**src/hdl/fsc_pkg.sv**
```systemverilog
// Shared constants, types and decode functions of the footswitch controller.
// No dependencies.
package fsc_pkg;

    localparam int NUM_BANKS        = 4;
    localparam int PRESETS_PER_BANK = 8;

    localparam int CODE_W  = 5;
    localparam int MASK_W  = 8;
    localparam int BANK_W  = 2;
    localparam int IDX_W   = 3;
    localparam int SLOT_W  = 4;
    localparam int ADDR_W  = 5;
    localparam int DEPTH   = 32;
    localparam int KIND_W  = 3;

    localparam logic [CODE_W-1:0] CODE_BYPASS = 5'b11110;
    localparam logic [CODE_W-1:0] CODE_MODE   = 5'b11000;
    localparam logic [CODE_W-1:0] CODE_BANK   = 5'b00011;
    localparam logic [CODE_W-1:0] CODE_NONE   = 5'b11111;
    localparam logic [CODE_W-1:0] CODE_ALL    = 5'b00000;

    localparam logic [CODE_W-1:0] CODE_SLOT0 = 5'b11100;
    localparam logic [CODE_W-1:0] CODE_SLOT1 = 5'b11101;
    localparam logic [CODE_W-1:0] CODE_SLOT2 = 5'b11001;
    localparam logic [CODE_W-1:0] CODE_SLOT3 = 5'b11011;
    localparam logic [CODE_W-1:0] CODE_SLOT4 = 5'b10011;
    localparam logic [CODE_W-1:0] CODE_SLOT5 = 5'b10111;
    localparam logic [CODE_W-1:0] CODE_SLOT6 = 5'b00111;
    localparam logic [CODE_W-1:0] CODE_SLOT7 = 5'b01111;

    localparam logic [SLOT_W-1:0] SLOT_NONE = 4'd8;

    // Event classes handed from the decode stage to the relay stage.
    localparam logic [KIND_W-1:0] K_KEEP      = 3'd0;
    localparam logic [KIND_W-1:0] K_STORE     = 3'd1;
    localparam logic [KIND_W-1:0] K_BYPASS    = 3'd2;
    localparam logic [KIND_W-1:0] K_TO_PRESET = 3'd3;
    localparam logic [KIND_W-1:0] K_TO_LOOP   = 3'd4;
    localparam logic [KIND_W-1:0] K_TOGGLE    = 3'd5;
    localparam logic [KIND_W-1:0] K_RECALL    = 3'd6;

    typedef struct packed {
        logic [KIND_W-1:0] kind;
        logic              pre_mode;
        logic              toggle_en;
        logic [IDX_W-1:0]  slot;
        logic [ADDR_W-1:0] addr;
        logic              mode;
        logic [BANK_W-1:0] bank;
        logic [IDX_W-1:0]  led;
    } t_op;

    typedef struct packed {
        logic              en;
        logic [ADDR_W-1:0] addr;
        logic [MASK_W-1:0] data;
    } t_wr;

    function automatic logic [SLOT_W-1:0] code_slot(input logic [CODE_W-1:0] code);
        logic [SLOT_W-1:0] s;
        unique case (code)
            CODE_SLOT0: s = 4'd0;
            CODE_SLOT1: s = 4'd1;
            CODE_SLOT2: s = 4'd2;
            CODE_SLOT3: s = 4'd3;
            CODE_SLOT4: s = 4'd4;
            CODE_SLOT5: s = 4'd5;
            CODE_SLOT6: s = 4'd6;
            CODE_SLOT7: s = 4'd7;
            default:    s = SLOT_NONE;
        endcase
        return s;
    endfunction

    function automatic logic [BANK_W-1:0] next_bank(input logic [BANK_W-1:0] bank);
        logic [BANK_W:0] s;
        s = {1'b0, bank} + 3'd1;
        return (s >= 3'(NUM_BANKS)) ? '0 : s[BANK_W-1:0];
    endfunction

    function automatic logic [ADDR_W-1:0] store_addr(input logic [BANK_W-1:0] bank,
                                                     input logic [IDX_W-1:0]  idx);
        logic [7:0] a;
        a = 8'(bank) * 8'(PRESETS_PER_BANK) + 8'(idx);
        return a[ADDR_W-1:0];
    endfunction

endpackage

```
**src/hdl/fsc_front.sv**
```systemverilog
// Decode stage: classifies a footswitch beat and keeps mode, bank and preset index.
// Depends on fsc_pkg.
module fsc_front import fsc_pkg::*; (
    input  logic              i_clk,
    input  logic              i_rst_n,
    input  logic              i_accept,
    input  logic              i_cmd,
    input  logic [CODE_W-1:0] i_code,
    output t_op               o_op
);

    logic              r_mode;
    logic [BANK_W-1:0] r_bank;
    logic [IDX_W-1:0]  r_idx;

    logic              n_mode;
    logic [BANK_W-1:0] n_bank;
    logic [IDX_W-1:0]  n_idx;
    logic [KIND_W-1:0] w_kind;
    logic [SLOT_W-1:0] w_slot;
    logic              w_in_bank;
    logic              w_is_slot;

    assign w_slot    = code_slot(i_code);
    assign w_is_slot = (w_slot != SLOT_NONE);
    assign w_in_bank = (w_slot < 4'(PRESETS_PER_BANK));

    always_comb begin
        n_mode = r_mode;
        n_bank = r_bank;
        n_idx  = r_idx;
        w_kind = K_KEEP;
        priority if (i_code == CODE_ALL || i_code == CODE_NONE) begin
            w_kind = K_KEEP;
        end else if (!r_mode) begin
            priority if (i_cmd) begin
                w_kind = K_STORE;
                if (w_in_bank) n_idx = w_slot[IDX_W-1:0];
            end else if (i_code == CODE_BYPASS) begin
                w_kind = K_BYPASS;
            end else if (i_code == CODE_MODE) begin
                w_kind = K_TO_PRESET;
                n_mode = 1'b1;
            end else if (i_code == CODE_BANK) begin
                w_kind = K_KEEP;
                n_bank = next_bank(r_bank);
            end else begin
                w_kind = K_TOGGLE;
            end
        end else begin
            priority if (i_code == CODE_BYPASS) begin
                w_kind = K_BYPASS;
            end else if (i_code == CODE_MODE) begin
                w_kind = K_TO_LOOP;
                n_mode = 1'b0;
            end else begin
                w_kind = K_RECALL;
                if (i_code == CODE_BANK) n_bank = next_bank(r_bank);
                else if (w_in_bank)      n_idx  = w_slot[IDX_W-1:0];
            end
        end
    end

    always_comb begin
        o_op.kind      = w_kind;
        o_op.pre_mode  = r_mode;
        o_op.toggle_en = w_is_slot;
        o_op.slot      = w_slot[IDX_W-1:0];
        o_op.addr      = store_addr(n_bank, n_idx);
        o_op.mode      = n_mode;
        o_op.bank      = n_bank;
        o_op.led       = n_mode ? n_idx : '0;
    end

    always_ff @(posedge i_clk) begin
        if (!i_rst_n) begin
            r_mode <= 1'b0;
            r_bank <= '0;
            r_idx  <= '0;
        end else if (i_accept) begin
            r_mode <= n_mode;
            r_bank <= n_bank;
            r_idx  <= n_idx;
        end
    end

endmodule

```
**config.mk**
```make
export PLATFORM = sky130hd
export DESIGN_NAME = fsc_front
export DESIGN_NICKNAME = d
export VERILOG_FILES = /design/src/hdl/fsc_pkg.sv /design/src/hdl/fsc_front.sv
export SDC_FILE = /design/constraint.sdc
export NUM_CORES = 1
export LEC_CHECK = 0
export ABC_CLOCK_PERIOD_IN_PS = 2700
export BUFFER_PORTS_ARGS = -buffer_cell sky130_fd_sc_hd__buf_2
export CAP_MARGIN = 0
export CORE_MARGIN = 4
export CORE_UTILIZATION = 50
export DETAILED_ROUTE_END_ITERATION = 7
export GPL_ROUTABILITY_DRIVEN = 0
export HOLD_SLACK_MARGIN = 0.12
export MAX_ROUTING_LAYER = met4
export PLACE_DENSITY = 0.88
export SYNTH_ARGS = -nofsm -noshare
export SYNTH_HDL_FRONTEND = slang
export SYNTH_SLANG_ARGS = --single-unit
```
**constraint.sdc**
```tcl
create_clock -name i_clk -period 2.7 [get_ports i_clk]
set_input_delay 0.27 -clock i_clk [delete_from_list [all_inputs] [get_ports i_clk]]
set_output_delay 0.27 -clock i_clk [all_outputs]
set_load 0.03 [all_outputs]
```
# == Word-level counts from Yosys, hierarchy flattened ==
# Memory sizes are Yosys's and may differ from the RTL's.
# Cells that the tools add are included.
# word_totals
output_inout_bits,19
romBits,128
n_memories,1
regBits,6
wordCells,45
# op_classes
n_addsub,2
n_eq_ne,5
n_lt_le_gt_ge,2
n_mux,30
reduce_logical,2
# memory_table
name,words,width,rd,rd_ports_with_merged_regs,write_ports,line,source
(name not given),32,4,1,0,0,fsc_pkg.sv:62,unique case (code)
# ops
cell,n
2-to-1 mux 3 bit,15
2-to-1 mux 2 bit,8
equality test 5 bit (second input constant),3
2-to-1 mux 1 bit,7
adder 5 x 3 -> 5 bit,1
equality test 5 x 2 -> 1 bit (second input constant),1
logical NOT 5 bit,1
less-than comparator 4 bit (second input constant),1
inequality test 4 bit (second input constant),1
adder 2 x 1 -> 3 bit (second input constant),1
greater-or-equal comparator 3 bit (second input constant),1
logical OR 1 bit,1

# == Depth between registers and ports, before layout ==
# logic_depth
depth_word,10
depth_mapped,7
ltp_nobuf,5

# == Worst setup path after synthesis ==
# No wires, ideal clock.
# synth_path
path_type,in2out
start,in i_code[2]
end,out o_op[9] (netlist name)
path_slack_ps,449
t_required_ps,2430
cell_stages,6
arrival_time_ps,1981
path_buffers,2
path_cell_list,buf_4 > or3_4 > nor3_2 > nand2_1 > mux2i_1 > buf_4
# synth_rtl
element,line,source
from (decl),fsc_front.sv:8,"input logic [CODE_W-1:0] i_code,"
to (decl),fsc_front.sv:9,output t_op o_op

==> results.rst <==
.. list-table::
   :header-rows: 1

   * - Metric
     - Value
   * - Wirelength per Cell
     - 14.38 um
   * - Fmax
     - 417.6 MHz
   * - Worst Hold Depth
     - 2
   * - P&R area growth vs syn
     - 6.746%
   * - Number of flip-flops and latches in the synthesized netlist
     - 6
   * - Post-cts resize count
     - 0
   * - # IOs
     - 28
   * - Number of H-tree branching levels
     - 1
   * - Synthesized area divided by synthesized cell count
     - 7.949 um2
   * - Crit path kind
     - reg -> out
   * - TritonCTS Buffers
     - 3
   * - Unrepaired setup endpoints after global routing
     - false
   * - Critical path capture point type
     - output pin
   * - Number of enable-type register cells in the synthesized netlist
     - 0
   * - Die boundary width
     - 51.50 um
   * - Number of hold violations in the final report
     - 0
   * - Synth warnings
     - 0
   * - Fraction of final layout cells with drive strength greater than 1
     - 0.3556
   * - Max incr delay on CP
     - 0.41 ns
   * - Setup-violating endpoint count in the final report
     - 0
   * - Path class of the lowest-slack min-delay path
     - in -> reg
   * - Mapped Nets
     - 129
   * - Relative slew slack
     - 0.5029
   * - Terminating pin of the worst hold path
     - r_mode$_SDFFE_PN0P_
   * - Largest fanout on the critical path
     - 12
   * - Clock latency at the later pin of the worst-skew pair
     - 0.25 ns
   * - Number of buffers inserted by hold repair at cts
     - 0
   * - Critical hold path startpoint
     - i_accept
   * - Power density relative to cell area
     - 314.5 nW/um2
   * - Async SR Flop Fraction
     - 0
   * - Floorplan Core Area
     - 1764 um2
   * - Via count of the first global-routing pass
     - 827
   * - Count of unique library cells instantiated by Yosys
     - 57
   * - Setup tns final
     - 0 ns
   * - Least-Margin Pin Slew
     - 0.7354 ns
   * - Clk_skew
     - 0.0008050 ns
   * - CP max stage cell
     - dfxtp_1
   * - Worst setup slack for register-to-register paths
     - 1.06 ns
   * - Maximum buffer depth of the clock tree
     - 2
   * - Final Net Count
     - 147
   * - Setup Buffers After CTS
     - 0
   * - Required time reported for the critical path endpoint
     - 2.43 ns
   * - Initial standard-cell utilization of the core
     - 0.5362
   * - Total via count after detailed routing
     - 952
   * - Kind of cell with the highest combined delay on the critical path
     - simple AND/OR/NAND/NOR gates
   * - Final global-route overflow total
     - 0
   * - Worst endpoint data arrival time
     - 2.12 ns
   * - Leakage power of the design
     - 0.4588 nW
   * - Element type at the critical path start
     - flip-flop
   * - Fill cells
     - 161
   * - Max rail drop VDD
     - 0.2306 mV
   * - TritonCTS clock tree
     - yes
   * - Post-layout minimum cycle time
     - 2.395 ns
   * - Portion of the post-synthesis area used by sequential elements
     - 0.1270
   * - Share of the cycle needed by the critical path after routing
     - 0.8869
   * - Clock transition at the register clock pins on the worst setup and hold paths after CTS
     - 0.04 ns
   * - Port Buf Inserts
     - 27
   * - ANT nets after route
     - 0
   * - Register Area
     - 120.1 um2
   * - Endpoint of the lowest-slack register-to-register path
     - r_idx[0]$_SDFFE_PN0P_
   * - Largest net degree at the start of global routing
     - 21
   * - Run status
     - finished, final reports clean
   * - Number of DRC markers in iteration 0
     - 44
   * - Die area
     - 2652 um2
   * - Buf/Inv on CP
     - 1
   * - First-pass GRT wire length
     - 3774 um
   * - Path depth of the worst reg2reg path
     - 3
   * - Tot Pwr
     - 0.3176 mW
   * - Antenna diode count
     - 0
   * - Detailed Routing Iterations Pass 1
     - 4
   * - Floorplan die height
     - 51.50 um
   * - # clock sinks
     - 6
   * - Instance count of the mapped netlist
     - 119
   * - Dominant synthesized flop cell
     - dfxtp_1
   * - Critical path cell sequence
     - or2_2 > nor3_2 > nor2_2 > o41ai_2 > buf_2
   * - Site row count
     - 15
   * - Max-cap violations
     - 0
   * - Netlist area before placement
     - 945.9 um2
   * - Total Routed Length
     - 2300 um
   * - Average vias per placed instance
     - 5.950
   * - Placed wire-length estimate
     - 1753 um
   * - Buffer cell driving the clock tree root
     - clkbuf_4
   * - Final number of max-transition violations
     - 0
   * - Area of combinational cells with multiple inputs
     - 678.2 um2
   * - Reg2Reg Launch Point
     - r_mode$_SDFFE_PN0P_
   * - DR DRC count
     - 0
   * - GRT Total Usage
     - 0.1853
   * - Antenna violations before repair
     - 0
-- synthesized netlist by cell type (all sizes together), types with 2 or more instances --
cell type	number	area [um2]
a211o	2	17.52
buf	12	103.9
clkbuf	2	21.27
nand3b	2	15.01
dfxtp	6	120.1
nor3	4	35.03
a22o	2	17.52
mux2i	5	50.05
nand3	4	25.02
o221ai	2	17.52
or2	3	18.77
a211oi	2	15.01
nor2	5	21.27
inv	6	22.52
o22ai	2	12.51
nand4b	2	17.52
o221a	2	22.52
xnor2	2	17.52
o21ai	3	18.77
nand2	16	60.06
mux2	3	33.78
o21a	2	15.01
and3	2	13.77
a21oi	6	30.03
-- where the power goes --
part	leakage, nW	switching [mW]	internal [mW]
Sequential	0.0486	0.00490	0.0912
Clock	0.0138	0.0339	0.0504
Combinational	0.396	0.0908	0.0464
Total	0.459	0.130	0.188
-- registers in the layout (all words and copies together), names as in the netlist --
| name | count |
|---|---|
| r_idx | 3 |
| r_mode | 1 |
| r_bank | 2 |
-- final cells by class --
class                           count  area share
Clock buffer                        3     0.02230
Inverter                            6     0.02230
Multi-Input combinational cell     93      0.6716
Sequential cell                     6      0.1190
Tap cell                           25     0.03098
Timing Repair Buffer               27      0.1338
-- worst max path at each step --
stage	startpoint	endpoint	slack (ns)	depth (start not counted)
2_1_floorplan	i_code[2]	o_op[9]	0.45	6
3_3_place_gp	i_code[1]	o_op[0]	0.51	6
3_5_place_dp	i_code[4]	o_op[0]	0.43	6
4_1_cts	r_mode$_SDFFE_PN0P_	o_op[0]	0.34	5
5_1_grt	r_mode$_SDFFE_PN0P_	o_op[0]	0.20	4
6_report	r_mode$_SDFFE_PN0P_	o_op[0]	0.31	5
-- stage by stage --
stage          cell area [um2]  hold slack, ns  setup slack, ns  utilization  std cells
2_1_floorplan            945.9          0.3656           0.4493            -        119
3_3_place_gp             987.2          0.4648           0.5105       0.5596        157
3_5_place_dp             987.2          0.4844           0.4286       0.5596        157
4_1_cts                   1010          0.2965           0.3376       0.5723        160
5_1_grt                   1010          0.3363           0.1986       0.5723        160
6_report                  1010          0.3062           0.3055       0.5723        160
-- cell families (layout without fill, tap and decap cells) --
kind of cell,Yosys count,count (layout),synth area share
fa+ha+maj,1,1,0.01323
xor+xnor,3,3,0.02778
mux,8,8,0.08862
buf+inv,20,36,0.1561
flops,6,6,0.1270
compound gates,34,34,0.2897
simple gates,47,47,0.2976
-- layout by cell type (no fill, tap or decap), drive strengths merged, types with 3 or more instances in the layout --
master and instances:
buf 27, nand2 16, a21oi 6, dfxtp 6
inv 6, mux2i 5, nor2 5, nor3 4
nand3 4, mux2 3, clkbuf 3, or2 3
o21ai 3
-- metal layers --
layer  global-route usage  part of all wire  vias to the layer above
met4              0.05677             0.020                        0
li1                     -                 -                      478
met3              0.04011             0.064                        5
met5                    -                 0                        -
met1               0.2390              0.45                      422
met2               0.2903              0.46                       47
-- worst reg2reg max path, cell delays in order (launching register included) --
cell and delay (ns):
dfxtp_1 0.53, nor4b_1 0.66, or4_1 0.23, o221ai_1 0.10
Note: power is estimated with default switching activity, not from simulation.
