==> src/hdl/fsc_pkg.sv <==
// Shared constants, types and decode functions of the footswitch controller.
// No dependencies.
package fsc_pkg;

    localparam int NUM_BANKS        = 4;
    localparam int PRESETS_PER_BANK = 8;

    localparam int CODE_W  = 5;
    localparam int MASK_W  = 8;
    localparam int BANK_W  = 2;
    localparam int IDX_W   = 3;
    localparam int SLOT_W  = 4;
    localparam int ADDR_W  = 5;
    localparam int DEPTH   = 32;
    localparam int KIND_W  = 3;

    localparam logic [CODE_W-1:0] CODE_BYPASS = 5'b11110;
    localparam logic [CODE_W-1:0] CODE_MODE   = 5'b11000;
    localparam logic [CODE_W-1:0] CODE_BANK   = 5'b00011;
    localparam logic [CODE_W-1:0] CODE_NONE   = 5'b11111;
    localparam logic [CODE_W-1:0] CODE_ALL    = 5'b00000;

    localparam logic [CODE_W-1:0] CODE_SLOT0 = 5'b11100;
    localparam logic [CODE_W-1:0] CODE_SLOT1 = 5'b11101;
    localparam logic [CODE_W-1:0] CODE_SLOT2 = 5'b11001;
    localparam logic [CODE_W-1:0] CODE_SLOT3 = 5'b11011;
    localparam logic [CODE_W-1:0] CODE_SLOT4 = 5'b10011;
    localparam logic [CODE_W-1:0] CODE_SLOT5 = 5'b10111;
    localparam logic [CODE_W-1:0] CODE_SLOT6 = 5'b00111;
    localparam logic [CODE_W-1:0] CODE_SLOT7 = 5'b01111;

    localparam logic [SLOT_W-1:0] SLOT_NONE = 4'd8;

    // Event classes handed from the decode stage to the relay stage.
    localparam logic [KIND_W-1:0] K_KEEP      = 3'd0;
    localparam logic [KIND_W-1:0] K_STORE     = 3'd1;
    localparam logic [KIND_W-1:0] K_BYPASS    = 3'd2;
    localparam logic [KIND_W-1:0] K_TO_PRESET = 3'd3;
    localparam logic [KIND_W-1:0] K_TO_LOOP   = 3'd4;
    localparam logic [KIND_W-1:0] K_TOGGLE    = 3'd5;
    localparam logic [KIND_W-1:0] K_RECALL    = 3'd6;

    typedef struct packed {
        logic [KIND_W-1:0] kind;
        logic              pre_mode;
        logic              toggle_en;
        logic [IDX_W-1:0]  slot;
        logic [ADDR_W-1:0] addr;
        logic              mode;
        logic [BANK_W-1:0] bank;
        logic [IDX_W-1:0]  led;
    } t_op;

    typedef struct packed {
        logic              en;
        logic [ADDR_W-1:0] addr;
        logic [MASK_W-1:0] data;
    } t_wr;

    function automatic logic [SLOT_W-1:0] code_slot(input logic [CODE_W-1:0] code);
        logic [SLOT_W-1:0] s;
        unique case (code)
            CODE_SLOT0: s = 4'd0;
            CODE_SLOT1: s = 4'd1;
            CODE_SLOT2: s = 4'd2;
            CODE_SLOT3: s = 4'd3;
            CODE_SLOT4: s = 4'd4;
            CODE_SLOT5: s = 4'd5;
            CODE_SLOT6: s = 4'd6;
            CODE_SLOT7: s = 4'd7;
            default:    s = SLOT_NONE;
        endcase
        return s;
    endfunction

    function automatic logic [BANK_W-1:0] next_bank(input logic [BANK_W-1:0] bank);
        logic [BANK_W:0] s;
        s = {1'b0, bank} + 3'd1;
        return (s >= 3'(NUM_BANKS)) ? '0 : s[BANK_W-1:0];
    endfunction

    function automatic logic [ADDR_W-1:0] store_addr(input logic [BANK_W-1:0] bank,
                                                     input logic [IDX_W-1:0]  idx);
        logic [7:0] a;
        a = 8'(bank) * 8'(PRESETS_PER_BANK) + 8'(idx);
        return a[ADDR_W-1:0];
    endfunction

endpackage

==> src/hdl/fsc_store.sv <==
// Preset mask store: 32 x 8 synchronous RAM, one write and one registered read port.
// Valid bits make unwritten entries read as zero. Depends on fsc_pkg.
module fsc_store import fsc_pkg::*; (
    input  logic              i_clk,
    input  logic              i_rst_n,
    input  logic              i_rd_en,
    input  logic [ADDR_W-1:0] i_rd_addr,
    input  t_wr               i_wr,
    output logic [MASK_W-1:0] o_rd_data
);

    logic [MASK_W-1:0] r_mem [DEPTH];
    logic [DEPTH-1:0]  r_valid;
    logic [MASK_W-1:0] r_rd_data;

    always_ff @(posedge i_clk) begin
        if (i_wr.en) begin
            r_mem[i_wr.addr] <= i_wr.data;
        end
    end

    always_ff @(posedge i_clk) begin
        if (!i_rst_n) begin
            r_valid <= '0;
        end else if (i_wr.en) begin
            r_valid[i_wr.addr] <= 1'b1;
        end
    end

    // Write-first: a read that meets a write to the same entry takes the new data.
    always_ff @(posedge i_clk) begin
        if (i_rd_en) begin
            if (i_wr.en && (i_wr.addr == i_rd_addr)) begin
                r_rd_data <= i_wr.data;
            end else if (r_valid[i_rd_addr]) begin
                r_rd_data <= r_mem[i_rd_addr];
            end else begin
                r_rd_data <= '0;
            end
        end
    end

    assign o_rd_data = r_rd_data;

endmodule

==> config.mk <==
export PLATFORM = sky130hd
export DESIGN_NAME = fsc_store
export DESIGN_NICKNAME = d
export VERILOG_FILES = /design/src/hdl/fsc_pkg.sv /design/src/hdl/fsc_store.sv
export SDC_FILE = /design/constraint.sdc
export NUM_CORES = 1
export LEC_CHECK = 0
export BUFFER_PORTS_ARGS = -buffer_cell sky130_fd_sc_hd__buf_4
export CORE_MARGIN = 3
export CORE_UTILIZATION = 60
export CTS_BUF_LIST = sky130_fd_sc_hd__clkbuf_8 sky130_fd_sc_hd__clkbuf_16
export CTS_CLUSTER_SIZE = 30
export DETAILED_ROUTE_END_ITERATION = 10
export GPL_TIMING_DRIVEN = 0
export PLACE_DENSITY = 0.77
export SLEW_MARGIN = 20
export SYNTH_ARGS = -nofsm -noshare
export SYNTH_HDL_FRONTEND = slang
export SYNTH_SLANG_ARGS = --single-unit
==> constraint.sdc <==
create_clock -name i_clk -period 3.8 [get_ports i_clk]
set_input_delay 1.14 -clock i_clk [delete_from_list [all_inputs] [get_ports i_clk]]
set_output_delay 1.14 -clock i_clk [all_outputs]
set_load 0.05 [all_outputs]
After elaboration in Yosys (flattened, before gate mapping)
Memory sizes are Yosys's and may differ from the RTL's.
Cells that the tools add are included.
{ "word_totals": {"reg_bits": 40, "ramBits": 256, "inputBits": 22, "output_inout_bits": 8, "wordCells": 18, "memories": 1} }
{ "op_classes": {"n_lt_le_gt_ge": 3, "n_eq_ne": 1, "n_mux": 8, "n_bitwise": 1, "reduce_logical": 2} }
{ "mem_list": {"columns": ["memory", "depth", "width", "read_ports", "rd_clocked_by_memory_dff", "write_ports", "line_no", "text"], "rows": [
  ["r_mem", 32, 8, 1, 0, 1, "fsc_store.sv:12", "logic [MASK_W-1:0] r_mem [DEPTH];"]
]} }
{ "op_table": {"columns": ["op", "count"], "rows": [
  ["bitwise OR 32 bit", 1],
  ["two-way mux 8 bit", 2],
  ["< comparator 5 x 6 -> 1 bit, second input constant", 2],
  ["binary-select mux 1 bit (select 5 bit)", 1],
  ["demux 1 bit (select 5 bit)", 1],
  ["== test 5 bit", 1],
  [">= comparator 5 x 1 -> 1 bit, second input constant", 1],
  ["two-way mux 1 bit", 4],
  ["logical AND 1 bit", 2]
]} }

Longest topological paths before layout
Gate-level depths: netlist of the first run.
{ "logic_depth": {"depth_word": 5, "ltp_mapped": 10, "ltp_nobuf": 5} }

Worst setup path before layout of the first run
Ideal clock, no wire load.
{ "synth_path": {"path_type": "in2reg", "start": "in i_rd_addr[0]", "end": "reg r_rd_data[6] (netlist: o_rd_data[6]) (data pin)", "setup_time_ns": 0.257, "t_arrival_ns": 2.742, "required_time_ns": 3.543, "path_slack_ns": 0.801, "stages": 8, "n_path_buf": 4, "cell_sequence": "buf_6 buf_12 buf_6 buf_6 mux4_2 o221ai_1 o311ai_0 a32o_1"} }
{ "synth_via": {"elab_chain_cells": 4, "word_cells_on_any_way": 7, "classes_between": "eq/ne (1); mux (4); reduce/logical (1); memory (1)"} }
{ "synth_rtl": {"columns": ["item", "line_no", "text"], "rows": [
  ["start: declaration", "fsc_store.sv:7", "input logic [ADDR_W-1:0] i_rd_addr,"],
  ["binary-select mux 1 bit (select 5 bit)", "fsc_store.sv:35", "end else if (r_valid[i_rd_addr]) begin"],
  ["two-way mux 1 bit (implied by the code)", "fsc_store.sv:35", null],
  ["two-way mux 8 bit", "fsc_store.sv:35", null],
  ["two-way mux 8 bit *", "fsc_store.sv:33", "if (i_wr.en && (i_wr.addr == i_rd_addr)) begin"],
  ["end signal: assignment", "fsc_store.sv:34", "r_rd_data <= i_wr.data;"],
  ["end signal: assignment", "fsc_store.sv:36", "r_rd_data <= r_mem[i_rd_addr];"],
  ["end: declaration", "fsc_store.sv:14", "logic [MASK_W-1:0] r_rd_data;"]
]} }
Every way passes the cells marked *; elsewhere a longest branch is shown, timed or not. The select of a mux whose other input is x is not followed.
A chain may end at the register's enable or synchronous reset.

Final worst setup path of the first run
{ "layout_path": {"start": "in i_rd_addr[3]", "end": "reg r_rd_data[2] (netlist: o_rd_data[2]) (data pin)"} }
Same word-level chain as after synthesis.

==> flow_metrics.py, run 1 <==
metrics = {
    "status": {
        "status": "finished, final reports clean",
    },
    "worst_setup_path": {
        "timing.rr.start": "r_valid[7]",
        "cp-end-kind": "flip-flop",
        "critical-path-top-delay-family": "buffers and inverters",
        "crit_chain": "buf_4 -> buf_2 -> buf_2 -> clkbuf_1 -> mux4_2 -> o221ai_1 -> o311ai_1 -> a32o_1",
        "r2r-end": "o_rd_data[0]",
        "worst_path_max_delay_cell": "clkbuf_1",
        "cpMostUsedCell": "buf_2",
        "cp_data_required_time_ns": 4.09,
        "cpPeakStageDelay_ns": 0.69,
        "reg2reg_depth": 5,
        "regToRegSetupSlack_ns": 1.55,
        "crit_buf_inv": 4,
        "path_max_fanout": 10,
        "start_kind": "primary input",
        "worst-endpoint-arrival_ns": 3.77,
        "critical_path_class": "primary input to flip-flop",
    },
    "drt": {
        "avgRoutedWirePerCell_um": 29.88,
        "wl_um": 33520,
        "drc_errors": 0,
        "drtIter0Drc": 1256,
        "vias": 7905,
        "first_pass_iters": 5,
        "ant_nets": 0,
        "viasPerCell": 7.045,
    },
    "synth": {
        "synth_common_cells": "edfxtp_1 (264), mux2i_1 (51), o211ai_1 (40), o21a_1 (40), nor2_1 (35)",
        "synth-edff-count": 264,
        "yosys_warnings": 0,
        "syn_area_per_cell_um2": 16.19,
        "ys.flop_type": "edfxtp_1",
        "synth.cell_area_um2": 12560,
        "synth_top_area_share_pct": 63.10,
        "synthCells": 776,
        "yosysMostFrequentCell": "edfxtp_1",
        "syn-num-nets": 798,
        "ys_types": 43,
        "ys_seq_area_share_pct": 68.20,
        "ys_seq_elements": 296,
        "synth_area_leaders": "edfxtp_1 (63%), mux4_2 (5.9%), dfxtp_1 (5.1%)",
        "ys_async_sr_fraction_pct": 0,
        "synth_top_area_cell": "edfxtp_1",
    },
    "placement": {
        "gp_congestion": 0.9811,
        "portBuffers": 24,
        "dp_hpwl_um": 22180,
        "pre_cts_slack_ns": -0.1388,
        "dp_cells": 1070,
    },
    "min_path": {
        "worstHoldStart": "r_valid[9]",
        "hold_depth": 1,
        "min_path_type": "flip-flop to flip-flop",
        "worstHoldEndpoint": "r_valid[9]",
    },
    "timing": {
        "final-max-slew-violation-count": 0,
        "fmax_mhz": 287.1,
        "period_minus_slack_ns": 3.484,
        "period_share_pct": 91.67,
        "skew_ns": 0.006114,
        "setup_slack_ns": 0.3165,
        "rsz0062_at_grt": "false",
        "tightest_slew_ns": 1.215,
        "setup_viol": 0,
        "maxSlewHeadroom_pct": 18.71,
        "hold_viol_final": 0,
    },
    "global_routing": {
        "grt-busiest-layer": "met1",
        "grt_use_met1_pct": 47.74,
        "globalRouteTotalUtil_pct": 30.04,
        "use_met3_pct": 5.900,
        "overflow": 0,
        "met2_usage_pct": 44.00,
        "grt_max_degree": 34,
        "antenna_found_initial": 0,
        "grt_pass1_vias": 7593,
        "grt_pass1_wl_um": 49450,
    },
    "clock_tree": {
        "clk_latency_ns": 0.54,
        "clock_sinks": 296,
        "cts_buffers": 29,
        "postCtsSetupBuffers": 0,
        "clockBufferDepth": 3,
        "clockRootBuffer": "clkbuf_16",
        "worst_setup_hold_path_clk_slew_ns": 0.06,
        "cts_hold_buffers": 0,
        "htreeDepth": 1,
        "tritoncts": "built",
        "cts-resized-gates": 0,
    },
    "floorplanning": {
        "dieWidth_um": 150.7,
        "die-area_um2": 22710,
        "ioPinCount": 30,
        "die_h_um": 150.7,
        "placementRows": 52,
        "coreArea_um2": 20430,
        "initial_core_util_pct": 61.50,
    },
    "power": {
        "p_per_area_nw_per_um2": 491.1,
        "ir_drop_mv": 0.4302,
        "p_leak_nw": 4.604,
    },
    "cells_and_area": {
        "antennaDiodeCount": 0,
        "final-instance-count-excl-fill": 1122,
        "area_growth_pct": 11.51,
        "drive_gt1_share_pct": 17.84,
        "fin_nets": 853,
    },
    "job": {
        "max_cap_violations": 0,
    },
}
through the flow:
step	setup TNS, ns	hold WS [ns]	instance area [um2]	util [%]	power (W)
2_1_floorplan	0	0.4324	12560	-	0.003971
3_3_place_gp	-0.3201	0.4402	13080	64.03	0.004156
3_5_place_dp	-0.6761	0.4483	13080	64.03	0.004172
4_1_cts	0	0.4606	14000	68.54	0.006864
5_1_grt	0	0.4784	14010	68.58	0.007030
6_report	0	0.4561	14010	68.58	0.006880
power breakdown:
group          internal [W]  switching (W)  total [W]
Combinational      0.000176       0.000340   0.000516
Clock               0.00158        0.00118    0.00276
Sequential          0.00359      0.0000158    0.00360
Total               0.00535        0.00153    0.00688
cells in the final DEF, fill, tap and decap left out, drive strengths merged, types with 19 or more instances in the layout:
| cell | n |
|---|---|
| dfxtp | 32 |
| edfxtp | 264 |
| nor2 | 35 |
| o21a | 40 |
| buf | 55 |
| o211ai | 40 |
| nand2 | 21 |
| mux2 | 19 |
| clkbuf | 61 |
| o221ai | 24 |
| mux2i | 51 |
| mux4 | 38 |
| nor3 | 24 |
cell type report:
type	instances	area [um2]
Multi-Input combinational cell	421	3679
Fill cell	1397	6420
Clock inverter	17	101.3
Timing Repair Buffer	24	180.2
Clock buffer	35	819.5
Inverter	2	7.507
Buffer	57	316.6
Sequential cell	296	8568
Tap cell	270	337.8
metal layers:
layer	wire length [um]	vias up
met2	14930	599
met4	571	0
met1	13380	3961
met5	0	-
met3	4639	51
li1	-	3294
state kept, by name, summed over array words and instances (netlist names):
register and count:
o_rd_data 8, r_valid 32, r_mem 256
kinds of logic (layout without fill, tap and decap cells):
family	count (synthesis)	in the layout	share of synthesized area [%]
xor+xnor	5	5	0.3486
compound gates	179	179	10.96
mux	108	108	12.73
buf+inv	59	135	2.579
simple gates	129	129	5.189
flops	296	296	68.20
worst max-delay path by stage:
| stage | from | end | cells past startpoint | slack, ns |
|---|---|---|---|---|
| finish | i_rd_addr[3] | o_rd_data[2] | 8 | 0.32 |
| global route | i_rd_addr[3] | o_rd_data[2] | 8 | 0.29 |
| CTS | i_rd_addr[3] | o_rd_data[2] | 8 | 0.40 |
| detailed placement | i_rd_addr[3] | o_rd_data[3] | 8 | -0.14 |
| global placement | i_rd_addr[3] | o_rd_data[3] | 8 | -0.09 |
| floorplan | i_rd_addr[0] | o_rd_data[6] | 8 | 0.80 |
(Power assumes the default switching activity.)
==> run 2: changes to the inputs <==
- BUFFER_PORTS_ARGS: -buffer_cell sky130_fd_sc_hd__buf_4 -> default
- DONT_BUFFER_PORTS: default -> 1
- PLACE_DENSITY: 0.77 -> 0.76
==> run 2 against run 1 <==
Utilization is 0.97 points lower. Clock power is 2% lower. Maximum frequency is 2.5% higher. Critical endpoint is now o_rd_data[3]. Largest cell class unchanged. Largest power group unchanged.
==> flow_metrics.py, run 2 (synthesized netlist as in run 1, its figures left out) <==
metrics = {
    "status": {
        "status": "finished, final reports clean",
    },
    "clock_tree": {
        "cts-resized-gates": 0,
        "clockBufferDepth": 3,
        "worst_setup_hold_path_clk_slew_ns": 0.06,
        "postCtsSetupBuffers": 0,
        "clock_sinks": 296,
        "cts_hold_buffers": 0,
        "clk_latency_ns": 0.55,
        "clockRootBuffer": "clkbuf_16",
        "tritoncts": "built",
        "htreeDepth": 1,
        "cts_buffers": 29,
    },
    "power": {
        "p_per_area_nw_per_um2": 488.3,
        "combPwrFrac_pct": 6.1,
        "swShare_pct": 21.60,
        "p_clk_share_pct": 40.0,
        "p_seq_share_pct": 53.9,
        "ir_drop_mv": 0.4073,
        "p_leak_nw": 4.514,
        "power_w": 0.006744,
        "netSwitchingPower_w": 0.001457,
        "intPower_w": 0.005287,
    },
    "job": {
        "max_cap_violations": 0,
    },
    "placement": {
        "portBuffers": 0,
        "placed_area_um2": 12900,
        "dp_hpwl_um": 22040,
        "gp_congestion": 0.9458,
    },
    "drt": {
        "drtIter0Drc": 1080,
        "drc_errors": 0,
        "first_pass_iters": 8,
        "viasPerCell": 7.191,
        "wl_um": 33350,
        "avgRoutedWirePerCell_um": 30.35,
        "ant_nets": 0,
        "vias": 7903,
    },
    "floorplanning": {
        "die_h_um": 150.7,
        "initial_core_util_pct": 61.50,
        "coreArea_um2": 20430,
        "placementRows": 52,
        "die-area_um2": 22710,
        "ioPinCount": 30,
        "dieWidth_um": 150.7,
    },
    "cells_and_area": {
        "nFillCells": 1428,
        "fin_util_pct": 67.60,
        "fin_nets": 829,
        "drive_gt1_share_pct": 15.56,
        "layout_common_cells": "edfxtp_1 (264), mux2i_1 (51), o21a_1 (40), o211ai_1 (40), mux4_2 (33)",
        "area_growth_pct": 9.929,
        "final_area_um2": 13810,
        "top_register": "r_mem",
        "multi_input_area_um2": 3681,
        "antennaDiodeCount": 0,
        "layout_commonest_cell": "edfxtp_1",
        "largest_reg_flops": 256,
        "seq_area_um2": 8568,
    },
    "global_routing": {
        "overflow": 0,
        "antenna_found_initial": 1,
        "globalRouteTotalUtil_pct": 29.71,
        "grt_pass1_vias": 7629,
        "grt_pass1_wl_um": 48910,
        "grt_max_degree": 34,
    },
    "timing": {
        "period_share_pct": 89.39,
        "fmax_mhz": 294.4,
        "skew_ns": 0.01828,
        "tightest_slew_ns": 1.185,
        "final-max-slew-violation-count": 0,
        "rsz0062_at_grt": "false",
        "period_minus_slack_ns": 3.397,
        "setup-tns-final_ns": 0,
        "setup_viol": 0,
        "hold_viol_final": 0,
        "maxSlewHeadroom_pct": 20.73,
    },
    "worst_setup_path": {
        "cpPeakStageDelay_ns": 0.65,
        "critical_path_class": "primary input to flip-flop",
        "worst-endpoint-arrival_ns": 3.67,
        "regToRegSetupSlack_ns": 1.60,
        "crit_chain": "buf_2 -> buf_2 -> clkbuf_1 -> mux4_2 -> o221ai_1 -> o311ai_1 -> a32o_1",
        "cpMostUsedCell": "buf_2",
        "crit_start": "i_rd_addr[3]",
        "path_depth": 7,
        "worst_path_max_delay_cell": "clkbuf_1",
        "critical-path-top-delay-family": "buffers and inverters",
        "reg2reg_depth": 5,
        "cp_data_required_time_ns": 4.07,
        "path_max_fanout": 10,
        "crit_buf_inv": 3,
        "timing.rr.start": "r_valid[7]",
        "r2r-end": "o_rd_data[3]",
        "cp-end-kind": "flip-flop",
        "start_kind": "primary input",
    },
    "min_path": {
        "hold_depth": 1,
        "min_path_type": "flip-flop to flip-flop",
        "worstHoldStart": "r_valid[16]",
        "worstHoldEndpoint": "r_valid[16]",
    },
}
## run 2: cell types whose count changed in the layout (fill, tap and decap cells not counted)
cell and delta:
buf_4 -24, inv_1 +8, clkinv_1 -7, clkinv_2 +2, clkbuf_16 -1, clkinv_4 -1
clkinvlp_4 -1, inv_4 +1, nor2_1 -1, nor2_2 +1
## run 2: worst reg2reg max path: stages, from the launching register on
cell and delay, ns:
dfxtp_1 0.32, mux4_2 0.48, and2_1 0.17, a2111oi_1 0.46
nor4_2 0.19, a32o_1 0.31
## run 2: metrics by stage
step / hold WS, ns / std cells / setup slack (ns)
2_1_floorplan: 0.4324 / 776 / 0.8013
3_3_place_gp: 0.4405 / 1046 / 0.01456
3_5_place_dp: 0.4514 / 1046 / -0.04350
4_1_cts: 0.4645 / 1099 / 0.4774
5_1_grt: 0.4822 / 1099 / 0.4023
6_report: 0.4676 / 1099 / 0.4031
## run 2: worst max path at each step
stage / to / slack [ns]
final: o_rd_data[3] / 0.40
after global routing: o_rd_data[3] / 0.40
after CTS: o_rd_data[3] / 0.48
after detailed placement: o_rd_data[3] / -0.04
after global placement: o_rd_data[2] / 0.01
after floorplan: o_rd_data[6] / 0.80
## run 2: layout make-up
type / instances / area share (%)
well taps: 270 / 2.446
plain buffers: 57 / 2.292
clock buffers: 34 / 5.753
clock inverters: 19 / 0.7610
multi-input cells: 421 / 26.65
flip-flops and latches: 296 / 62.04
inverters: 2 / 0.05436
## run 2: power groups by stage
stage	clock network [W]	logic [W]	registers, W
2_1_floorplan	0	0.000275	0.00370
3_3_place_gp	0	0.000390	0.00370
3_5_place_dp	0	0.000396	0.00370
4_1_cts	0.00270	0.000399	0.00363
5_1_grt	0.00284	0.000427	0.00364
6_report	0.00270	0.000412	0.00363
## run 2: layer usage
layer | global-route usage (%) | up-vias | wire [um]
li1 | - | 3241 | -
met1 | 45.29 | 3938 | 13320
met2 | 43.17 | 633 | 14710
met3 | 8.128 | 89 | 4478
met4 | 7.480 | 2 | 824
met5 | 0 | - | 13
