$ cat config.mk
export PLATFORM = sky130hd
export DESIGN_NAME = fsc_relay
export DESIGN_NICKNAME = d
export VERILOG_FILES = /design/src/hdl/fsc_pkg.sv /design/src/hdl/fsc_relay.sv
export SDC_FILE = /design/constraint.sdc
export NUM_CORES = 1
export LEC_CHECK = 0
export ABC_AREA = 1
export BUFFER_PORTS_ARGS = -buffer_cell sky130_fd_sc_hd__buf_2
export CORE_ASPECT_RATIO = 1.2
export CORE_MARGIN = 8
export CORE_UTILIZATION = 45
export CTS_CLUSTER_DIAMETER = 80
export DETAILED_ROUTE_END_ITERATION = 6
export PLACE_DENSITY_LB_ADDON = 0.08
export SYNTH_ARGS = -nofsm -noshare
export SYNTH_HDL_FRONTEND = slang
export SYNTH_SLANG_ARGS = --single-unit
$ cat constraint.sdc
create_clock -name i_clk -period 3.3 [get_ports i_clk]
set_input_delay 0.165 -clock i_clk [delete_from_list [all_inputs] [get_ports i_clk]]
set_output_delay 0.165 -clock i_clk [all_outputs]
set_load 0.05 [all_outputs]
$ cat src/hdl/fsc_pkg.sv
// Shared constants, types and decode functions of the footswitch controller.
// No dependencies.
package fsc_pkg;

    localparam int NUM_BANKS        = 4;
    localparam int PRESETS_PER_BANK = 8;

    localparam int CODE_W  = 5;
    localparam int MASK_W  = 8;
    localparam int BANK_W  = 2;
    localparam int IDX_W   = 3;
    localparam int SLOT_W  = 4;
    localparam int ADDR_W  = 5;
    localparam int DEPTH   = 32;
    localparam int KIND_W  = 3;

    localparam logic [CODE_W-1:0] CODE_BYPASS = 5'b11110;
    localparam logic [CODE_W-1:0] CODE_MODE   = 5'b11000;
    localparam logic [CODE_W-1:0] CODE_BANK   = 5'b00011;
    localparam logic [CODE_W-1:0] CODE_NONE   = 5'b11111;
    localparam logic [CODE_W-1:0] CODE_ALL    = 5'b00000;

    localparam logic [CODE_W-1:0] CODE_SLOT0 = 5'b11100;
    localparam logic [CODE_W-1:0] CODE_SLOT1 = 5'b11101;
    localparam logic [CODE_W-1:0] CODE_SLOT2 = 5'b11001;
    localparam logic [CODE_W-1:0] CODE_SLOT3 = 5'b11011;
    localparam logic [CODE_W-1:0] CODE_SLOT4 = 5'b10011;
    localparam logic [CODE_W-1:0] CODE_SLOT5 = 5'b10111;
    localparam logic [CODE_W-1:0] CODE_SLOT6 = 5'b00111;
    localparam logic [CODE_W-1:0] CODE_SLOT7 = 5'b01111;

    localparam logic [SLOT_W-1:0] SLOT_NONE = 4'd8;

    // Event classes handed from the decode stage to the relay stage.
    localparam logic [KIND_W-1:0] K_KEEP      = 3'd0;
    localparam logic [KIND_W-1:0] K_STORE     = 3'd1;
    localparam logic [KIND_W-1:0] K_BYPASS    = 3'd2;
    localparam logic [KIND_W-1:0] K_TO_PRESET = 3'd3;
    localparam logic [KIND_W-1:0] K_TO_LOOP   = 3'd4;
    localparam logic [KIND_W-1:0] K_TOGGLE    = 3'd5;
    localparam logic [KIND_W-1:0] K_RECALL    = 3'd6;

    typedef struct packed {
        logic [KIND_W-1:0] kind;
        logic              pre_mode;
        logic              toggle_en;
        logic [IDX_W-1:0]  slot;
        logic [ADDR_W-1:0] addr;
        logic              mode;
        logic [BANK_W-1:0] bank;
        logic [IDX_W-1:0]  led;
    } t_op;

    typedef struct packed {
        logic              en;
        logic [ADDR_W-1:0] addr;
        logic [MASK_W-1:0] data;
    } t_wr;

    function automatic logic [SLOT_W-1:0] code_slot(input logic [CODE_W-1:0] code);
        logic [SLOT_W-1:0] s;
        unique case (code)
            CODE_SLOT0: s = 4'd0;
            CODE_SLOT1: s = 4'd1;
            CODE_SLOT2: s = 4'd2;
            CODE_SLOT3: s = 4'd3;
            CODE_SLOT4: s = 4'd4;
            CODE_SLOT5: s = 4'd5;
            CODE_SLOT6: s = 4'd6;
            CODE_SLOT7: s = 4'd7;
            default:    s = SLOT_NONE;
        endcase
        return s;
    endfunction

    function automatic logic [BANK_W-1:0] next_bank(input logic [BANK_W-1:0] bank);
        logic [BANK_W:0] s;
        s = {1'b0, bank} + 3'd1;
        return (s >= 3'(NUM_BANKS)) ? '0 : s[BANK_W-1:0];
    endfunction

    function automatic logic [ADDR_W-1:0] store_addr(input logic [BANK_W-1:0] bank,
                                                     input logic [IDX_W-1:0]  idx);
        logic [7:0] a;
        a = 8'(bank) * 8'(PRESETS_PER_BANK) + 8'(idx);
        return a[ADDR_W-1:0];
    endfunction

endpackage

$ cat src/hdl/fsc_relay.sv
// Relay stage: applies a decoded event to relays, loop mask and bypass saves,
// issues store writes and holds the result register. Depends on fsc_pkg.
module fsc_relay import fsc_pkg::*; (
    input  logic              i_clk,
    input  logic              i_rst_n,
    input  logic              i_load,
    input  t_op               i_op,
    input  logic [MASK_W-1:0] i_rd_data,
    input  logic              i_out_ready,
    output logic              o_can_load,
    output t_wr               o_wr,
    output logic              o_out_valid,
    output logic [MASK_W-1:0] o_relay_drive,
    output logic              o_preset_mode,
    output logic [BANK_W-1:0] o_bank_select,
    output logic [IDX_W-1:0]  o_preset_led,
    output logic              o_mute_pulse
);

    logic              r_b_valid;
    t_op               r_op;
    logic [MASK_W-1:0] r_relay;
    logic [MASK_W-1:0] r_loop;
    logic [MASK_W-1:0] r_sav_l;
    logic [MASK_W-1:0] r_sav_p;
    logic              r_out_valid;
    logic [MASK_W-1:0] r_out_relay;
    logic              r_out_mode;
    logic [BANK_W-1:0] r_out_bank;
    logic [IDX_W-1:0]  r_out_led;
    logic              r_out_mute;

    logic [MASK_W-1:0] n_relay;
    logic [MASK_W-1:0] n_loop;
    logic [MASK_W-1:0] n_sav_l;
    logic [MASK_W-1:0] n_sav_p;
    logic              n_mute;
    logic [MASK_W-1:0] w_flip;
    logic              w_adv;

    assign w_adv      = r_b_valid && (!r_out_valid || i_out_ready);
    assign o_can_load = !r_b_valid || w_adv;
    assign w_flip     = r_op.toggle_en ? (MASK_W'(1) << r_op.slot) : '0;

    always_comb begin
        n_relay = r_relay;
        n_loop  = r_loop;
        n_sav_l = r_sav_l;
        n_sav_p = r_sav_p;
        n_mute  = 1'b0;
        unique case (r_op.kind)
            K_BYPASS: begin
                n_mute = 1'b1;
                if (r_relay == '0) begin
                    if (r_op.pre_mode) begin
                        n_relay = r_sav_p;
                    end else begin
                        n_relay = r_sav_l;
                        n_loop  = r_sav_l;
                    end
                end else begin
                    if (r_op.pre_mode) begin
                        n_sav_p = r_relay;
                    end else begin
                        n_sav_l = r_relay;
                        n_loop  = '0;
                    end
                    n_relay = '0;
                end
            end
            K_TO_PRESET, K_RECALL: begin
                n_relay = i_rd_data;
                n_mute  = 1'b1;
            end
            K_TO_LOOP: begin
                n_relay = r_loop;
            end
            K_TOGGLE: begin
                n_loop  = r_loop ^ w_flip;
                n_relay = r_loop ^ w_flip;
                n_mute  = 1'b1;
            end
            default: ;
        endcase
    end

    // Hold in loop mode stores the live loop mask into the selected preset.
    always_comb begin
        o_wr.en   = w_adv && (r_op.kind == K_STORE);
        o_wr.addr = r_op.addr;
        o_wr.data = r_loop;
    end

    always_ff @(posedge i_clk) begin
        if (i_load) begin
            r_op <= i_op;
        end
    end

    always_ff @(posedge i_clk) begin
        if (!i_rst_n) begin
            r_b_valid   <= 1'b0;
            r_out_valid <= 1'b0;
            r_relay     <= '0;
            r_loop      <= '0;
            r_sav_l     <= '0;
            r_sav_p     <= '0;
        end else begin
            if (i_load) begin
                r_b_valid <= 1'b1;
            end else if (w_adv) begin
                r_b_valid <= 1'b0;
            end
            if (w_adv) begin
                r_out_valid <= 1'b1;
                r_relay     <= n_relay;
                r_loop      <= n_loop;
                r_sav_l     <= n_sav_l;
                r_sav_p     <= n_sav_p;
            end else if (i_out_ready) begin
                r_out_valid <= 1'b0;
            end
        end
    end

    always_ff @(posedge i_clk) begin
        if (w_adv) begin
            r_out_relay <= n_relay;
            r_out_mode  <= r_op.mode;
            r_out_bank  <= r_op.bank;
            r_out_led   <= r_op.led;
            r_out_mute  <= n_mute;
        end
    end

    assign o_out_valid   = r_out_valid;
    assign o_relay_drive = r_out_relay;
    assign o_preset_mode = r_out_mode;
    assign o_bank_select = r_out_bank;
    assign o_preset_led  = r_out_led;
    assign o_mute_pulse  = r_out_mute;

endmodule

# Yosys cells after proc, flatten, opt, wreduce, memory -nomap -nowiden

Index checks and enable logic that the tools add are counted.

Register bits after elaboration: 68
Bits in latches: 0
RAM bits: 0
Memory bits (read-only): 0
Input bits: 31
Logic and storage cells: 58
Memories kept: 0

Add/sub/neg operators: 0
$mul: 0
Divide/modulo/power cells: 0
Order comparisons: 0
Eq/ne operators: 7
Shift operators: 1
Multiplexer cells: 13
Bitwise gates (word level): 3
Reductions and logical operators: 15

Operators with widths:

| kind                                                                   | count |
|---|---|
| 8-bit two-way mux                                                      | 6 |
| 8-bit case mux with 4 select lines                                     | 1 |
| 8-bit case mux with 2 select lines                                     | 1 |
| 3-bit equality test (second input constant)                            | 3 |
| 8-bit zero test                                                        | 1 |
| 4-bit AND reduction                                                    | 2 |
| 1-bit by 3-bit << shifter with 8-bit output (first input constant)     | 1 |
| 8-bit bitwise XOR                                                      | 1 |
| 3-bit by 2-bit equality test with 1-bit output (second input constant) | 2 |
| 2-bit nonzero test                                                     | 3 |
| 1-bit two-way mux                                                      | 5 |
| 4-bit OR reduction                                                     | 1 |
| 3-bit by 1-bit equality test with 1-bit output (second input constant) | 1 |
| 3-bit AND reduction                                                    | 1 |
| 1-bit logical AND                                                      | 2 |
| 1-bit zero test                                                        | 2 |
| 1-bit logical OR                                                       | 2 |
| 2-bit != test (second input constant)                                  | 1 |
| 1-bit inverter                                                         | 2 |
| 2-bit OR reduction                                                     | 1 |

# Depth between registers and ports, before layout

Gate-level depths: netlist (run 1).

Depth in word-level cells: 5
Gate-level depth with buffers: 10
Gate-level depth less buffers: 10

# Worst setup path before layout (run 1)

Ideal clock, no wire load.

Path type: register to output
From: register r_out_valid, in the netlist o_out_valid
To: output port o_wr[13] (netlist bit)
Arrival: 2.234 ns
Slack: 0.901 ns
Stages on the path, launching flop included: 4
Path buffers: 0
Cell sequence: dfxtp_1 > nand2_1 > nand2_2 > nor4_1

RTL lines:

| element                | line             | RTL |
|---|---|---|
| start, declared        | fsc_relay.sv:26  | `logic r_out_valid;` |
| start signal, assigned | fsc_relay.sv:103 | `r_out_valid <= 1'b0;` |
| start signal, assigned | fsc_relay.sv:115 | `r_out_valid <= 1'b1;` |
| start signal, assigned | fsc_relay.sv:121 | `r_out_valid <= 1'b0;` |
| end, declared          | fsc_relay.sv:11  | `output t_wr o_wr,` |

# Worst setup path in the final report (run 1)

From: register r_op[17] (netlist bit)
To: register r_out_relay[6], in the netlist o_relay_drive[6] (data pin)

Longest elaborated chain between the ends: 3

RTL lines:

| element                                                                                      | line             | RTL |
|---|---|---|
| start, declared                                                                              | fsc_relay.sv:21  | `t_op r_op;` |
| start signal, assigned                                                                       | fsc_relay.sv:96  | `r_op <= i_op;` |
| 3-bit by 2-bit equality test with 1-bit output / 3-bit equality test (equally long branches) | fsc_relay.sv:51  | `unique case (r_op.kind)` |
| 2-bit OR reduction                                                                           | fsc_relay.sv:51  |  |
| 8-bit case mux with 4 select lines *                                                         | fsc_relay.sv:51  |  |
| named net n_relay[6]                                                                         | fsc_relay.sv:33  | `logic [MASK_W-1:0] n_relay;` |
| end signal, assigned                                                                         | fsc_relay.sv:128 | `r_out_relay <= n_relay;` |
| end, declared                                                                                | fsc_relay.sv:27  | `logic [MASK_W-1:0] r_out_relay;` |

Mark *: on every way through the listed nets, which the timed path passes. The rest lies on a longest branch.
A chain may end at the register's enable or synchronous reset.

==> metrics list, run 1 <==
- Type of element capturing the critical path: flip-flop
- For the final database, setup skew stands at 0.0138 ns.
- Via count of the first global-routing pass: 2728
- For flop-to-flop paths, the worst setup slack is 1.40 ns.
- The synthesized netlist contains 25 unique library cells.
* Top Family by Delay on Critical Path: simple AND/OR/NAND/NOR gates
* Worst Reg-to-Reg Cells: 4
- Of all nets on the critical path, the largest fanout is 9.
- For hold timing, the worst endpoint is r_b_valid.
* WS Path Type: reg -> reg
- R2r endpoint: o_relay_drive[6]
* Routed WL: 7870 um
- Leakage: 1.76 nW
* Area leader, netlist: sky130_fd_sc_hd__edfxtp_1
* Worst max-slew margin expressed relative to the limit: 58.5%
* Share of the synthesized area in the top cell type: 32.6%
- IR analysis of the VDD net gives a maximum drop of 0.278 mV.
- Total via count after detailed routing: 2735
- Share of synthesized registers carrying an async set or reset: 0%
- Count of cells along the worst hold path: 4
- In the routed layout, each cell is associated on average with a via count of 5.03.
* Final setup violation count: 0
- After legalization and detailed placement, the total HPWL measured 5590 um.
* Crit path launch type: flip-flop
- Counting instances in the post-synthesis netlist gives the leading cell types as 86 x sky130_fd_sc_hd__nand2_1, 44 x sky130_fd_sc_hd__inv_1, 44 x sky130_fd_sc_hd__nor2_1.
- Count leader, synth: sky130_fd_sc_hd__nand2_1
* Initial Util: 46.2%
- Pin count of the biggest net entering global routing: 28
* Total routing resource utilization after global routing: 16.7%
- In this run, the number of DRC markers left after iteration 0 of detailed routing was 162.
- In this run switching power makes up 27.3% of total power.
- Critical Path, Cell by Cell: nor3_2 -> inv_2 -> nand4_1 -> nand2_1
- Of the total power, registers draw 48.6%.
- PortBufs: 61
* Sequential cell area: 1700 um^2
- CP required: 3.39 ns
- Compared with the post-synthesis result, the final layout area differs by 23.6%.
- Total negative setup slack: 0 ns
- For this design the ratio of total power to cell area is 513 nW/um^2.
- Yosys attributes the largest share of cell area to sky130_fd_sc_hd__edfxtp_1 33%, sky130_fd_sc_hd__dfxtp_1 22%, sky130_fd_sc_hd__nand2_1 10%.
- Maximum capacitance violations: 0
- In the final layout, the multi-input gates occupy 1150 um^2.
* Share of final-layout standard cells stronger than drive strength 1: 20.6%
- The worst register-to-register path begins at r_op[17].
* Clock transition at the registers of the reported paths: 0.07 ns
- The repair_antennas step left the layout with diodes totalling 0.
* RSZ-0062 raised after global routing: no
* Arrival time of data at the critical path endpoint: 1.99 ns
- The run finished with clean final reports.
- On the worst path, the slowest cell contributes a delay of 0.60 ns.
* Number of top-level pins: 62
- Setup slack on the critical path of the routed design comes to 1.40 ns.
- In the synthesized netlist the dominant register cell turns out to be sky130_fd_sc_hd__edfxtp_1.
* Final Hold Vio Count: 0
- In the final design database the tool counted 483 nets.
- The die is 92.1 um wide.
* Clock tree from TritonCTS: done
- The worst path in the final design needs a cycle of 1.90 ns, including I/O delays and setup.
* Count of buffer and inverter cells on the critical path: 1
- Remaining global-route overflow: 0
- The initial antenna violation count was 0.
- During synthesis, Yosys emitted a total of 0 warnings.
* Number of remaining DRC errors: 0
- Dividing the synthesized area by the synthesized cell count gives 8.39 um^2.
* Period Utilization, post-route: 57.6%
- EDFF count, synth: 34
- The core region is 6770 um^2.
- Routability-driven placement finished with a final weighted congestion of 0.826.
* Antenna-violating nets left: 0
* Final hold slack: 0.123 ns
* Slew at the pin with the worst max-slew slack: 0.620 ns
- Counting every instance in the synthesized netlist gives 373.
- DR WL/cell: 14.5 um
- The die is 107 um tall.
- Number of buffers added by the clock tree synthesis step: 9
- The layout has 628 filler cells.
- Sw Pwr: 0.542 mW
- Maximum clock insertion buffer count: 2
- Maximum frequency from static timing analysis: 0.526 GHz
* Die footprint: 9890 um^2
- The worst hold path belongs to the class in -> reg.
* Origin of the worst min-delay path: i_out_ready
- After clock tree synthesis, the repair step resized 0 gates.
* Pre-CTS setup slack: 1.36 ns
- Number of H-tree levels: 3
* Sequential fraction of the synthesis area: 54.4%
- Share of power burned in combinational logic: 13.6%
- Count of standard-cell rows: 33
- Clock sink count: 68
* Clk_lat worst skew: 0.35 ns
* Number of pins exceeding their max-slew limit in the final report: 0
- The number of nets in the synthesized netlist is 404.
* Final core utilization: 57.1%
- Cell Int Power: 1.44 mW
- The pre-antenna-repair detailed-routing pass consisted of 4 iterations.
- Synthesized area: 3130 um^2
* Cell at the root of the clock tree: sky130_fd_sc_hd__clkbuf_8
* Max stage delay cell, worst path: sky130_fd_sc_hd__nor3_2
- Global-route wire length before repair: 12900 um
* Share of total power in the clock network: 37.8%
* Total of flip-flops plus latches after synthesis: 68
==> stage by stage <==
stage,instance area (um^2),instances,power (mW)
after floorplan,3130,373,1.16
after global placement,3460,509,1.23
after detailed placement,3460,509,1.23
after CTS,3860,544,1.99
after global routing,3860,544,2.06
final,3860,544,1.98
==> cells in the final DEF (no fill, tap or decap), types with 8 or more instances in the layout <==
cell and n:
sky130_fd_sc_hd__dfxtp_1 34, sky130_fd_sc_hd__inv_1 44, sky130_fd_sc_hd__a21oi_1 32, sky130_fd_sc_hd__nand3_1 29, sky130_fd_sc_hd__nand2_1 86, sky130_fd_sc_hd__nor2_1 44
sky130_fd_sc_hd__clkbuf_8 9, sky130_fd_sc_hd__buf_2 61, sky130_fd_sc_hd__dlygate4sd3_1 19, sky130_fd_sc_hd__edfxtp_1 34, sky130_fd_sc_hd__nand4_1 8, sky130_fd_sc_hd__o21ai_0 29
==> metal layers <==
metal / up-vias / GRT usage [%] / wire (um)
met5: - / 0 / 0
met4: 0 / 7.50 / 154
met3: 13 / 5.30 / 596
met2: 92 / 27.6 / 3780
met1: 1250 / 19.3 / 3340
li1: 1380 / - / -
==> worst max-delay path by stage <==
stage	from	end	slack, ns	depth (start not counted)
2_1_floorplan	o_out_valid	o_wr[13]	0.90	3
3_3_place_gp	r_op[17]	o_relay_drive[6]	1.38	4
3_5_place_dp	r_op[17]	o_relay_drive[6]	1.36	4
4_1_cts	r_op[17]	o_relay_drive[6]	1.35	4
5_1_grt	r_op[17]	r_relay[5]	1.17	6
6_report	r_op[17]	o_relay_drive[6]	1.40	4
==> power by group through the flow <==
stage               registers [mW]  logic [mW]  clock network [mW]
finish                       0.963       0.269               0.750
global route                 0.968       0.296               0.796
CTS                          0.963       0.270               0.761
detailed placement           0.983       0.252                   0
global placement             0.982       0.249                   0
floorplan                     1.01       0.148                   0
==> tightest hold or removal path: stages <==
cell                      delay (ns)
sky130_fd_sc_hd__buf_2          0.07
sky130_fd_sc_hd__inv_1          0.04
sky130_fd_sc_hd__nand3_1        0.08
sky130_fd_sc_hd__a21oi_1        0.07
==> registers in the layout (all words and copies together) (netlist names) <==
name,flops
o_wr,5
r_op,14
r_b_valid,1
o_bank_select,2
r_loop,8
r_relay,8
o_out_valid,1
r_sav_l,8
r_sav_p,8
o_relay_drive,8
o_mute_pulse,1
o_preset_led,3
o_preset_mode,1
==> area by class of cell <==
type | count | share of cell area, %
clock buffers | 10 | 3.30
well taps | 87 | 2.82
clock inverters | 6 | 2.27
repair buffers | 82 | 13.2
multi-input cells | 244 | 29.7
inverters | 47 | 4.69
flip-flops and latches | 68 | 44.0
==> logic make-up after synthesis <==
family / share of synthesized area, %
AND/OR/NAND/NOR: 26.8
AO/OA/AOI/OAI: 9.92
flip-flops: 54.4
buffers and inverters: 8.92
==> timing repair <==
action | 4_1_cts | 5_1_grt
hold buffers | 19 | 0
setup buffers | 0 | 0
endpoints found under the hold margin | 19 | 0
Power figures use the tool's default switching activity.
==> inputs of run 2 (changes only) <==
- clock period: 3.3 -> 1.8 ns (I/O delays scaled with it)
==> metrics list, run 2 (same netlist as run 1, synthesis figures left out) <==
* Maximum VDD drop: 0.772 mV (was 0.278 mV)
- The library cell used as clock root buffer is sky130_fd_sc_hd__clkbuf_8 (unchanged).
* Detailed route wirelength on metal2: 3930 um (was 3780 um)
- Routed WL: 8030 um (was 7870 um)
- The critical path capture point type is an output pin (was flip-flop).
- The width of the chip is 92.1 um (unchanged).
- Antenna-violating nets left: 0 (unchanged)
* Number of remaining DRC errors: 0 (unchanged)
- The area taken by multi-input logic gates is 1160 um^2 (was 1150 um^2).
* Length of routed met3 wiring: 492 um (was 596 um)
- The path type of the worst setup path is reg -> out (was reg -> reg).
* Top Layer Used: met4 (unchanged)
- The buffer levels on the longest clock path came to 2 (unchanged).
- Sw Pwr: 1.01 mW (was 0.542 mW)
- Result of the run: completed (unchanged)
- Height of the chip: 107 um (unchanged)
- Leakage: 1.82 nW (was 1.76 nW)
- Number of pins exceeding their max-slew limit in the final report: 0 (unchanged)
* Flip-flop count of the largest register, all copies and words added: 14 (unchanged)
- DP Wirelength: 5830 um (was 5590 um)
- The via density per instance was 4.83 (was 5.03).
* Remaining global-route overflow: 0 (unchanged)
* Maximum capacitance violations: 0 (unchanged)
- Post-route clock skew: 0.0119 ns (was 0.0138 ns)
- Initial Util: 46.2% (unchanged)
- The initial antenna violation count is 0 (unchanged).
* Origin of the worst setup path: r_op[17] (unchanged)
* Clock sink count: 68 (unchanged)
- Startpoint of the worst register-to-register path: r_op[18] (was r_op[17])
- Die footprint: 9890 um^2 (unchanged)
- RSZ-0062 raised after global routing: no (unchanged).
- Slew at the pin with the worst max-slew slack: 0.463 ns (was 0.620 ns)
- Post-Place Cell Area: 3600 um^2 (was 3460 um^2)
- The routed design could run at a clock period as short as 1.64 ns.
* Worst max-slew margin expressed relative to the limit: 69.1% (was 58.5%)
- Power Dens Cells: 876 nW/um^2 (was 513 nW/um^2)
* Total routing resource utilization after global routing: 17.1% (was 16.7%)
- The final layout net count was 500 (was 483).
* Final core utilization: 58.9% (was 57.1%)
- The largest register by flop count was r_op (unchanged).
* Share of final-layout standard cells stronger than drive strength 1: 23.8% (was 20.6%)
* Final setup violation count: 0 (unchanged)
- Area growth, synth to finish: 27.4% (was 23.6%)
- The clock insertion delay at the later pin of the skew report is 0.35 ns (about the same).
- The antenna diode count was 0 (unchanged).
- Top library cells by usage in the layout, fill and taps aside: 86 x sky130_fd_sc_hd__nand2_1, 61 x sky130_fd_sc_hd__buf_2, 44 x sky130_fd_sc_hd__inv_1 (was 86 x sky130_fd_sc_hd__nand2_1, 61 x sky130_fd_sc_hd__buf_2, 44 x sky130_fd_sc_hd__inv_1, 44 x sky130_fd_sc_hd__nor2_1)
- The proportion of power drawn by flip-flops and latches came to 50.3% (was 48.6%).
* Detailed Route Iter0 Violations: 215 (was 162)
- The switching share of power was 29.1% (was 27.3%).
* Origin of the worst min-delay path: i_rst_n (was i_out_ready)
* Period Utilization, post-route: 91.2%
- Routability-driven placement congestion ratio: 0.891 (was 0.826)
* Clock transition at the registers of the reported paths: 0.08 ns (was 0.07 ns)
- Share of power burned in combinational logic: 15.6% (was 13.6%)
- The number of fillers in the final layout came to 647 (was 628).
- The clock buffer count from CTS was 9 (unchanged).
- Via count of the first global-routing pass: 2683 (was 2728)
* Count of standard-cell rows: 33 (unchanged)
- The launching element type of the critical path is a flip-flop (unchanged).
* Maximum net fanout on the critical path: 5 (was 9)
- The combined flip-flop and latch cell area was 1700 um^2 (unchanged).
- The power share of the clock group came to 34.1% (was 37.8%).
* Area of the core: 6770 um^2 (unchanged)
- The pin count of the biggest net entering global routing was 27 (was 28).
- The routed wirelength normalized by instance count came to 14.3 um (was 14.5 um).
- The final hold violation count came to 0 (unchanged).
- The final design instance area without fill was 3990 um^2 (was 3860 um^2).
- Cell Int Power: 2.48 mW (was 1.44 mW)
* Total negative setup slack: 0 ns (unchanged)
- The data required time of the worst path came to 1.71 ns (was 3.39 ns).
- The worst endpoint data arrival time came to 1.55 ns (was 1.99 ns).
- The met1 routed wirelength after detailed routing is 3480 um (was 3340 um).
- The clock tree from TritonCTS is done (unchanged).
- Global-route wire length before repair: 13100 um (was 12900 um)
- Total via count after detailed routing: 2710 (was 2735)
- The maximum level of the CTS H-tree was 3 (unchanged).
- Maximum frequency from static timing analysis: 0.609 GHz
- Commonest non-fill, non-tap cell in the layout: sky130_fd_sc_hd__nand2_1 (unchanged)
- The register-to-register setup slack was 0.17 ns (was 1.40 ns).
- PortBufs: 61 (unchanged)
- Number of top-level pins: 62 (unchanged)
- Type of the worst min-delay path: in -> reg (unchanged)
- First-pass iteration count of the detailed router: 4 (unchanged)
==> run 2: final timing paths <==
| kind | end | cells after the start |
|---|---|---|
| worst max-delay path | o_wr[13] | 2 |
| worst min register to register | o_preset_led[0] | 0 |
| worst max register to register | o_relay_drive[1] | 8 |
| worst min-delay path | r_sav_p[2] | 3 |
==> run 2: layout make-up <==
| class | instances | share of cell area [%] |
|---|---|---|
| Clock inverter | 5 | 0.848 |
| Timing Repair Buffer | 99 | 16.3 |
| Clock buffer | 11 | 3.83 |
| Sequential cell | 68 | 42.7 |
| Inverter | 47 | 4.55 |
| Multi-Input combinational cell | 244 | 29.0 |
| Tap cell | 87 | 2.73 |
==> run 2: routing by layer <==
| layer | global-route usage [%] | vias up |
|---|---|---|
| met5 | 0 | - |
| met4 | 7.27 | 0 |
| met3 | 4.54 | 10 |
| met2 | 29.1 | 66 |
| met1 | 19.8 | 1223 |
| li1 | - | 1411 |
==> run 2: through the flow <==
step                      hold WS [ns]  worst slack (ns)  std cells  power [mW]
final                           0.0235             0.158        561        3.49
after CTS                       0.0112             0.116        560        3.52
after global routing            0.0313            0.0147        561        3.64
after floorplan                  0.189            0.0656        373        2.13
after detailed placement         0.268             0.117        525        2.30
after global placement           0.267             0.154        525        2.30
==> run 2: repair_timing <==
action	CTS	global route
hold endpoints to repair	19	0
gates resized for setup	0	1
hold buffers	19	0
endpoints found under the setup margin	0	7
setup buffers	0	1
==> run 2: critical path, cell delays in order (launching register included) <==
cell and delay (ns):
sky130_fd_sc_hd__edfxtp_1 0.56, sky130_fd_sc_hd__nor4_2 0.34, sky130_fd_sc_hd__buf_2 0.31
==> run 2: power groups by stage <==
stage	registers, mW	clock network [mW]	logic (mW)
4_1_cts	1.76	1.22	0.541
3_5_place_dp	1.79	0	0.509
6_report	1.76	1.19	0.545
5_1_grt	1.77	1.28	0.598
3_3_place_gp	1.79	0	0.506
2_1_floorplan	1.86	0	0.272
